`config.mk`:
```
export PLATFORM = sky130hd
export DESIGN_NAME = lcd_scanline_mode_timing_top
export DESIGN_NICKNAME = d
export VERILOG_FILES = /design/src/rtl/lcdt_pkg.sv /design/src/rtl/lcdt_step.sv /design/src/rtl/lcd_scanline_mode_timing_top.sv
export SDC_FILE = /design/constraint.sdc
export NUM_CORES = 1
export LEC_CHECK = 0
export BUFFER_PORTS_ARGS = -buffer_cell sky130_fd_sc_hd__buf_4
export CORE_ASPECT_RATIO = 1.1
export CORE_MARGIN = 2
export CORE_UTILIZATION = 45
export CTS_BUF_LIST = sky130_fd_sc_hd__clkbuf_8
export CTS_CLUSTER_DIAMETER = 150
export DETAILED_ROUTE_END_ITERATION = 12
export HOLD_SLACK_MARGIN = 0.08
export PLACE_DENSITY = 0.68
export REMOVE_ABC_BUFFERS = 1
export SYNTH_ARGS = -nofsm -noshare
export SYNTH_HDL_FRONTEND = slang
export SYNTH_SLANG_ARGS = --single-unit
```
`constraint.sdc`:
```
create_clock -name clk -period 2.2 [get_ports clk]
set_input_delay 0.22 -clock clk [delete_from_list [all_inputs] [get_ports clk]]
set_output_delay 0.22 -clock clk [all_outputs]
set_load 0.05 [all_outputs]
```
`src/rtl/lcdt_pkg.sv`:
```
`default_nettype none
// ----------------------------------------------------------------------------
// LCD mode timing package
// Shared widths, mode codes, STAT enable bit positions and the structs that
// pass timing state and result words between the step logic and the top.
// ----------------------------------------------------------------------------
package lcdt_pkg;

  localparam int CNT_W  = 9;   // line cycle counter
  localparam int LINE_W = 8;   // scanline number
  localparam int MODE_W = 2;

  localparam int OAM_SPAN      = 80;
  localparam int TRANSFER_SPAN = 172;

  typedef logic [MODE_W-1:0] mode_t;

  localparam mode_t MODE_HBLANK   = 2'd0;
  localparam mode_t MODE_VBLANK   = 2'd1;
  localparam mode_t MODE_OAM      = 2'd2;
  localparam mode_t MODE_TRANSFER = 2'd3;

  // positions within stat_enables (STAT bits 3..6)
  localparam int EN_HBLANK = 0;
  localparam int EN_VBLANK = 1;
  localparam int EN_OAM    = 2;
  localparam int EN_LYC    = 3;

  typedef struct packed {
    logic [CNT_W-1:0]  cycle_count;
    logic [LINE_W-1:0] current_line;
    mode_t             current_mode;
    logic              coincidence_flag;
  } lcdt_state_t;

  typedef struct packed {
    logic [LINE_W-1:0] line;
    mode_t             mode;
    logic              coincidence;
    logic              vblank_request;
    logic              stat_request;
    logic              render_strobe;
    logic [LINE_W-1:0] render_index;
  } lcdt_result_t;

endpackage
`default_nettype wire

```
`src/rtl/lcdt_step.sv`:
```
`default_nettype none
// ----------------------------------------------------------------------------
// LCD mode timing step
// Combinational next-state and result for one input word carrying an elapsed cycle count.
// ----------------------------------------------------------------------------
module lcdt_step #(
  parameter int LINE_CYCLES   = 456,
  parameter int VISIBLE_LINES = 144,
  parameter int LAST_LINE     = 153
) (
  input  lcdt_pkg::lcdt_state_t  state,
  input  logic [4:0]             cycles,
  input  logic                   lcd_enable,
  input  logic [7:0]             compare_line,
  input  logic [3:0]             stat_enables,
  output lcdt_pkg::lcdt_state_t  state_nxt,
  output lcdt_pkg::lcdt_result_t result
);
  import lcdt_pkg::*;

  localparam logic [CNT_W-1:0]  LINE_CNT = CNT_W'(LINE_CYCLES);
  localparam logic [CNT_W-1:0]  OAM_EDGE = CNT_W'(LINE_CYCLES - OAM_SPAN);
  localparam logic [CNT_W-1:0]  XFER_EDGE =
    CNT_W'(LINE_CYCLES - OAM_SPAN - TRANSFER_SPAN);
  localparam logic [LINE_W-1:0] VIS_LINE = LINE_W'(VISIBLE_LINES);
  localparam logic [LINE_W-1:0] END_LINE = LINE_W'(LAST_LINE);

  always_comb begin
    logic              want;
    logic [LINE_W-1:0] nl;

    want      = 1'b0;
    nl        = state.current_line + 1'b1;
    state_nxt = state;
    result    = '0;

    if (!lcd_enable) begin
      state_nxt.cycle_count  = LINE_CNT;
      state_nxt.current_line = '0;
      state_nxt.current_mode = MODE_VBLANK;
    end else begin
      // mode judged from the count held before this word's countdown
      if (state.current_line >= VIS_LINE) begin
        state_nxt.current_mode = MODE_VBLANK;
        want = stat_enables[EN_VBLANK];
      end else if (state.cycle_count >= OAM_EDGE) begin
        state_nxt.current_mode = MODE_OAM;
        want = stat_enables[EN_OAM];
      end else if (state.cycle_count >= XFER_EDGE) begin
        state_nxt.current_mode = MODE_TRANSFER;
      end else begin
        state_nxt.current_mode = MODE_HBLANK;
        want = stat_enables[EN_HBLANK];
      end

      if (want && (state_nxt.current_mode != state.current_mode)) begin
        result.stat_request = 1'b1;
      end

      state_nxt.coincidence_flag = (state.current_line == compare_line);
      if (state_nxt.coincidence_flag && stat_enables[EN_LYC]) begin
        result.stat_request = 1'b1;
      end

      if (CNT_W'(cycles) >= state.cycle_count) begin
        // line done; leftover cycles are dropped
        state_nxt.cycle_count  = LINE_CNT;
        state_nxt.current_line = nl;
        if (nl == VIS_LINE) begin
          result.vblank_request = 1'b1;
        end else if (nl > END_LINE) begin
          state_nxt.current_line = '0;
        end else if (nl < VIS_LINE) begin
          result.render_strobe = 1'b1;
          result.render_index  = nl;
        end
      end else begin
        state_nxt.cycle_count = state.cycle_count - CNT_W'(cycles);
      end
    end

    result.line        = state_nxt.current_line;
    result.mode        = state_nxt.current_mode;
    result.coincidence = state_nxt.coincidence_flag;
  end

endmodule
`default_nettype wire

```
`src/rtl/lcd_scanline_mode_timing_top.sv`:
```
`default_nettype none
// ----------------------------------------------------------------------------
// LCD scanline and mode timing
// Tracks scanline, LCD mode and interrupt requests from the elapsed CPU time in each input word.
// ----------------------------------------------------------------------------
// Usage:
//   Input channel (in_*): one word per CPU instruction carrying the elapsed
//   cycle count, LCD enable, LY compare value and STAT interrupt enables.
//   Result channel (out_*): one word per input word with the line, mode,
//   coincidence flag, vblank/STAT requests and the render strobe and index.
//   A word is presented on out_* in the cycle after it is taken. Throughput is
//   one word per clock while in_stall is low; the timing state updates in
//   the same edge that takes the word, so the next word sees it directly.
//   The result register frees itself in the cycle it is taken, so in_stall
//   is high only while a result is held and out_stall is high.
//   Under out_stall with a result held, it stays held and no new word is taken.
//   Reset (rst_n low, synchronous) empties the result register and sets the
//   counter to a full line, line 0, mode 0, coincidence clear.
// ----------------------------------------------------------------------------
module lcd_scanline_mode_timing_top #(
  parameter int LINE_CYCLES   = 456,
  parameter int VISIBLE_LINES = 144,
  parameter int LAST_LINE     = 153
) (
  input  logic       clk,
  input  logic       rst_n,

  input  logic       in_valid,
  output logic       in_stall,
  input  logic [4:0] in_cycles,
  input  logic       in_lcd_enable,
  input  logic [7:0] in_compare_line,
  input  logic [3:0] in_stat_enables,

  output logic       out_valid,
  input  logic       out_stall,
  output logic [7:0] out_line,
  output logic [1:0] out_mode,
  output logic       out_coincidence,
  output logic       out_vblank_request,
  output logic       out_stat_request,
  output logic       out_render_strobe,
  output logic [7:0] out_render_index
);
  import lcdt_pkg::*;

  localparam int MAX_LINE =
    (LAST_LINE > VISIBLE_LINES) ? LAST_LINE : VISIBLE_LINES;

  lcdt_state_t  state_r, state_nxt;
  lcdt_result_t result_r, result_nxt;
  logic         out_valid_r;
  logic         in_accept;

  assign in_stall  = out_valid_r & out_stall;
  assign in_accept = in_valid & ~in_stall;

  lcdt_step #(
    .LINE_CYCLES   (LINE_CYCLES),
    .VISIBLE_LINES (VISIBLE_LINES),
    .LAST_LINE     (LAST_LINE)
  ) u_step (
    .state        (state_r),
    .cycles       (in_cycles),
    .lcd_enable   (in_lcd_enable),
    .compare_line (in_compare_line),
    .stat_enables (in_stat_enables),
    .state_nxt    (state_nxt),
    .result       (result_nxt)
  );

  always_ff @(posedge clk) begin
    if (!rst_n) begin
      state_r.cycle_count      <= CNT_W'(LINE_CYCLES);
      state_r.current_line     <= '0;
      state_r.current_mode     <= MODE_HBLANK;
      state_r.coincidence_flag <= 1'b0;
      out_valid_r              <= 1'b0;
    end else begin
      if (in_accept) begin
        state_r     <= state_nxt;
        out_valid_r <= 1'b1;
      end else if (!out_stall) begin
        out_valid_r <= 1'b0;
      end
    end
  end

  always_ff @(posedge clk) begin
    if (in_accept) begin
      result_r <= result_nxt;
    end
  end

  assign out_valid          = out_valid_r;
  assign out_line           = result_r.line;
  assign out_mode           = result_r.mode;
  assign out_coincidence    = result_r.coincidence;
  assign out_vblank_request = result_r.vblank_request;
  assign out_stat_request   = result_r.stat_request;
  assign out_render_strobe  = result_r.render_strobe;
  assign out_render_index   = result_r.render_index;

`ifndef SYNTHESIS
  a_line_range: assert property (@(posedge clk) disable iff (!rst_n)
    state_r.current_line <= LINE_W'(MAX_LINE))
    else $error("scanline beyond last line");

  a_count_range: assert property (@(posedge clk) disable iff (!rst_n)
    (state_r.cycle_count != '0) && (state_r.cycle_count <= CNT_W'(LINE_CYCLES)))
    else $error("line cycle counter out of range");

  a_lcd_off: assert property (@(posedge clk) disable iff (!rst_n)
    in_accept && !in_lcd_enable |=>
      out_valid_r && (out_mode == MODE_VBLANK) && (out_line == '0) &&
      !out_stat_request && !out_vblank_request && !out_render_strobe)
    else $error("LCD off word produced activity");

  a_strobe_index: assert property (@(posedge clk) disable iff (!rst_n)
    out_valid_r |->
      (out_render_strobe ? (out_render_index != '0 &&
                            out_render_index < LINE_W'(VISIBLE_LINES))
                         : (out_render_index == '0)))
    else $error("render index inconsistent with strobe");

  a_free_when_empty: assert property (@(posedge clk) disable iff (!rst_n)
    !out_valid_r |-> !in_stall)
    else $error("input stalled with empty result register");
`endif

endmodule
`default_nettype wire
```
* Yosys cells after proc, flatten, opt, wreduce, memory -nomap -nowiden
Cells that the tools add are included.
** Cells by class
- $add $sub $neg :: 2
- Multipliers :: 0
- Divide/modulo/power cells :: 0
- Magnitude comparators :: 6
- Eq/ne operators :: 4
- Shift-type cells :: 0
- Mux-type cells :: 20
- Bitwise operators :: 6
- Reduce and logical (&&, ||, !) cells :: 5
** Operators with widths (count)
- 2-to-1 mux 8 bit :: 3
- 2-to-1 mux 19 bit :: 1
- 2-to-1 mux 9 bit :: 2
- 2-to-1 mux 1 bit :: 10
- greater-or-equal comparator 5 x 9 -> 1 bit :: 1
- greater-or-equal comparator 9 x 8 -> 1 bit (second input constant) :: 1
- greater-or-equal comparator 9 bit (second input constant) :: 1
- subtractor 9 x 5 -> 9 bit :: 1
- adder 8 x 1 -> 8 bit (second input constant) :: 1
- == test 8 bit :: 1
- == test 8 bit (second input constant) :: 1
- greater-or-equal comparator 8 bit (second input constant) :: 1
- > comparator 8 bit (second input constant) :: 1
- less-than comparator 8 bit (second input constant) :: 1
- 2-to-1 mux 2 bit :: 4
- OR reduction 5 bit :: 1
- NOT 1 bit :: 4
- OR reduction 4 bit :: 1
- AND 1 bit :: 2
- logical AND 1 bit :: 2
- != test 2 x 1 -> 1 bit (second input constant) :: 1
- != test 2 bit :: 1
- AND reduction 2 bit :: 1
** Storage, ports and cells
- Register bits :: 43
- Latch bits :: 0
- Bits in writable memories :: 0
- Memory bits (read-only) :: 0
- Bits of input ports :: 22
- Output and inout port bits :: 24
- Word-level logic and storage cells :: 55
- Memories :: 0

* Logic depth before layout (Yosys ltp)
- Depth in word-level cells :: 9
- Depth in mapped cells :: 11
- Mapped depth without buffers :: 10

* Cells and area by module
From an unflattened synthesis, not the netlist that was laid out.
** Second synthesis, totals
- Cell total of the unflattened synthesis :: 290
- Area, all modules :: 2795.2 um^2
** By module, submodules not included
- lcd_scanline_mode_timing_top :: instances 1, cells an instance 112, area each 1534.0 um^2, seq. area each 1081.0 um^2
- lcdt_step :: instances 1, cells an instance 178, area each 1261.2 um^2, seq. area each 0.0 um^2

* Least setup slack after synthesis
Ideal clock, no wire load.
- Path type :: register to register
- Start point :: register state_r[18] (netlist name)
- End point :: register result_r, in the netlist out_line[2] (data pin)
- Library setup time :: 0.267 ns
- Data arrival time :: 1.893 ns
- Data required time :: 1.933 ns
- Path slack :: 0.040 ns
- Stages on the path, launching flop included :: 9
- Buffers on the path :: 3
- Period minus slack after synthesis :: 2.160 ns
- Cells stage by stage :: dfxtp_1 > buf_6 > or4_4 > or3_1 > o221a_1 > buf_6 > buf_6 > a32oi_1 > o211ai_1
** RTL lines
- start: declaration :: line lcd_scanline_mode_timing_top.sv:50 : lcdt_state_t state_r, state_nxt;
- start signal: assignment :: line lcd_scanline_mode_timing_top.sv:81 : state_r <= state_nxt;
- end signal: assignment :: line lcd_scanline_mode_timing_top.sv:91 : result_r <= result_nxt;
- end: declaration :: line lcd_scanline_mode_timing_top.sv:51 : lcdt_result_t result_r, result_nxt;

* Worst setup path after layout
- Start point :: register state_r[12] (netlist name)
- End point :: register state_r[9] (netlist name)
** Between the ends
- Cells in the longest elaborated chain, start to end :: 3
** Ends and longest elaborated chain
- greater-or-equal comparator 5 x 9 -> 1 bit :: line lcdt_step.sv:65 : if (CNT_W'(cycles) >= state.cycle_count) begin
- 2-to-1 mux 8 bit :: line lcdt_step.sv:65
- 2-to-1 mux 19 bit :: line lcdt_step.sv:37 : if (!lcd_enable) begin
No other way between the ends.
A chain may end at the register's enable or synchronous reset.

==> run summary <==
The number of flops mapped to enable cells by yosys came out at 22. The number of antenna violations at the first check in global routing is 0. Tracing the worst setup path back leads to its startpoint at state_r[12]$_SDFFE_PN0P_.

The cell type contributing the most total cell area after synthesis is edfxtp_1. The clock tree synthesis step divided the H-tree into 2 levels. The final design area excluding fillers came out at 0.00321 mm². The Yosys step of the flow raised 0 warnings. The initial core utilization is 0.469.

Of the post-synthesis cell area, the dominant cell type holds 0.260. The worst register-to-register path ends at state_r[9]$_SDFFE_PN0P_. In the synthesized netlist the dominant register cell turns out to be edfxtp_1. Max-cap violations in this run came to 0. The width of the die came out at 75.7 µm. Of the synthesized area, sequential elements account for 0.425. The flow ran to the end, and the final reports show no timing, DRC or antenna violations.

In this run the worst hold path is classified as input port to flip-flop. The count of port buffers added during placement is 45. The shortest clock period the worst path allows after layout came out at 2130 ps. TritonCTS built the clock tree.

The clock passes through at most 2 buffers. The TritonCTS buffer count came out at 5. The maximum clock skew at final layout came out at 10.2 ps. The global routing usage summed across all routing layers is 0.192. The design draws 1820 µW. The overall die height is 82.9 µm. The clock reaches the later pin of the worst-skew pair after 300 ps. After routing, the total negative slack on setup checks comes to 0 ps.

The buffer count from post-CTS setup fixing came out at 0. Measured against its own limit, the worst slew margin works out to 0.691. The depth of the worst hold-timing path is 2. Detailed routing inserted a total of 2,270 vias. The worst setup path category is flip-flop to flip-flop. The maximum achievable frequency is 470 MHz. The number of failing hold endpoints at the final stage came out at 0. The top cell types in the final layout, fill and taps aside, are buf_4 (74), nand2_1 (37), edfxtp_1 (22).

The global-route wire length before repair came out at 9.45 mm. The count of distinct cell types in the synthesized netlist is 55. The total length of routed wires came out at 5.81 mm. The most common cell after layout, fill and taps aside is buf_4. The congestion estimate from routability-driven global placement came to 0.868.

The critical path ends at state_r[9]$_SDFFE_PN0P_. 46 I/O pins were placed. The per-cell routed wire length came out at 14.1 µm.

The worst register-to-register path has a depth of 8. The worst register-to-register path begins at state_r[12]$_SDFFE_PN0P_. The cell area after placement is 0.00307 mm². The kind of end point of the critical path is a flip-flop. For this run, asynchronously set or reset flops after synthesis account for 0. The total count of max-transition violations in the final report is 0. For flop-to-flop paths, the worst setup slack is 70 ps. Dividing the detail-routed via count by the number of cells gives 5.50. After synthesis the netlist holds a flip-flop and latch count of 43. The number of placement rows is 28. The starting DRC count in detailed routing is 103. After global routing, the most crowded layer is met2. The worst ir drop on vdd is 0.374 mV. From synthesis to final layout, the design area changed by 26.2%. After floorplanning, the core was sized to cover 0.00543 mm².

The placed instance count came out at 405. Each instance of the synthesized netlist takes up on average 9.15 µm². The floorplan step defined a die boundary enclosing 0.00627 mm².

In the global route stage, met2 resource usage came out at 0.329. STA classifies the critical path startpoint as a flip-flop. The met1 capacity usage during global routing is 0.238.

The data arrival time of the critical path is 2330 ps. The layout cell share with drive strength beyond 1 came out at 0.281. The number of clock sinks is 43. The number of diodes came out at 0. After technology mapping, the gate count stands at 278.

The first TritonRoute pass finished after 4 iterations. Yosys attributes the largest share of cell area to edfxtp_1 (26%), dfxtp_1 (17%), nand2_1 (5.5%). The final cell count without fillers is 413.

The post-layout utilization of the core came out at 0.591. The residual antenna-violating net count after detailed routing is 0. Entering global routing, the biggest net connects 28 pins. The met3 global-route usage came out at 0.0376. Setup repair after global routing could not meet its margin everywhere.

The number of global-route vias before repair is 2,084. The count of final setup violators came out at 0. The sum of net half-perimeters after detailed placement came out at 4.34 mm. In this run the worst path has a maximum fanout of 7. The endpoint required time on the critical path came out at 2410 ps. The total overflow reported by the global router is 0. The post-synth design cell area is 0.00254 mm².

The tree is rooted in a clkbuf_8. In the finished design, the share of the clock period the worst path needs comes to 0.966. The transition time of the tightest slew-check pin is 459 ps. The number of fill cells in the layout is 491. The final layout net count came out at 368. Clock-pin slew was measured on the worst setup and hold paths at 80 ps.

For this design the ratio of total power to cell area is 567 mW/mm². The remaining routing DRC violations is 0. For this design the static power due to leakage is 0.00132 µW.
[metal layers]
| layer | wire (µm) | up-vias |
|---|---|---|
| li1 | - | 1115 |
| met1 | 2520 | 1082 |
| met2 | 3010 | 65 |
| met3 | 230 | 8 |
| met4 | 54 | 0 |
| met5 | 0 | - |
[worst min-delay path by stage]
stage	startpoint	endpoint	slack, ps
6_report	in_valid	out_valid$_SDFFE_PN0P_	150
5_1_grt	in_valid	out_valid$_SDFFE_PN0P_	150
2_1_floorplan	rst_n	state_r[14]$_SDFFE_PN1P_	280
3_3_place_gp	in_valid	out_valid$_SDFFE_PN0P_	440
4_1_cts	in_valid	out_valid$_SDFFE_PN0P_	150
3_5_place_dp	in_valid	out_valid$_SDFFE_PN0P_	460
[where the power goes]
| part | leakage, µW | total (µW) | switching, µW | internal, µW |
|---|---|---|---|---|
| sequential | 0.000391 | 885 | 12.5 | 872 |
| combinational | 0.000869 | 336 | 205 | 131 |
| clock | 0.0000607 | 601 | 270 | 331 |
[synth_stat cells, types with 2 or more instances]
master / instances
xnor2_1: 10
o22ai_1: 6
nand2b_1: 3
o31a_1: 2
a21o_1: 5
nor2b_1: 3
and2_1: 2
o21ai_1: 8
nand4_1: 4
nand3_1: 12
buf_2: 2
a31oi_1: 2
and3_1: 2
o211ai_1: 5
ha_1: 8
nor2_1: 14
nand2_1: 37
and4_1: 4
inv_1: 17
o21ai_0: 7
a21boi_0: 5
o21a_1: 7
o41ai_1: 2
o32ai_1: 3
nor3_1: 2
xor2_1: 5
a21oi_1: 10
nand3b_1: 2
buf_6: 5
dfxtp_1: 21
edfxtp_1: 22
clkbuf_1: 14
nor4_1: 3
o31ai_1: 2
a32oi_1: 2
[area by class of cell]
type	count	area, µm²	area share
timing repair buffer	74	556	0.173
inverter	17	63.8	0.0199
clock buffer	5	68.8	0.0214
tap	75	93.8	0.0292
multi-input combinational	196	1310	0.408
sequential	43	1080	0.337
clock inverter	3	37.5	0.0117
[through the flow]
step	setup WS, ps	hold slack (ps)
CTS	4.99	146
global placement	-14.9	438
finish	74.0	152
floorplan	-1.76	282
detailed placement	-21.6	458
global route	-13.8	150
[flip-flops by register name, indices dropped and copies added, names as in the netlist]
register            flops
state_r                20
out_stat_request        1
out_vblank_request      1
out_coincidence         1
out_render_strobe       1
out_render_index        8
out_line                8
out_valid               1
out_mode                2
[cells by family after synthesis]
kind of cell | Yosys count | synth area share
simple gates | 94 | 0.186
xor+xnor | 15 | 0.0516
buf+inv | 39 | 0.0737
flops | 43 | 0.425
compound gates | 77 | 0.212
fa+ha+maj | 9 | 0.0472
mux | 1 | 0.00442
[critical path, cell delays in order (launching register included)]
cell and delay [ps]:
dfxtp_2 350, ha_1 280, nor2b_1 150, o31a_1 270, o31ai_2 260, and3_4 240
nand3_2 70, buf_4 170, o32ai_1 270
[what timing repair did]
item,CTS,global route
gates resized for setup,2,6
setup endpoints to repair,6,19
hold buffers,0,0
pin swaps,0,2
Note: power is estimated with default switching activity, not from simulation.
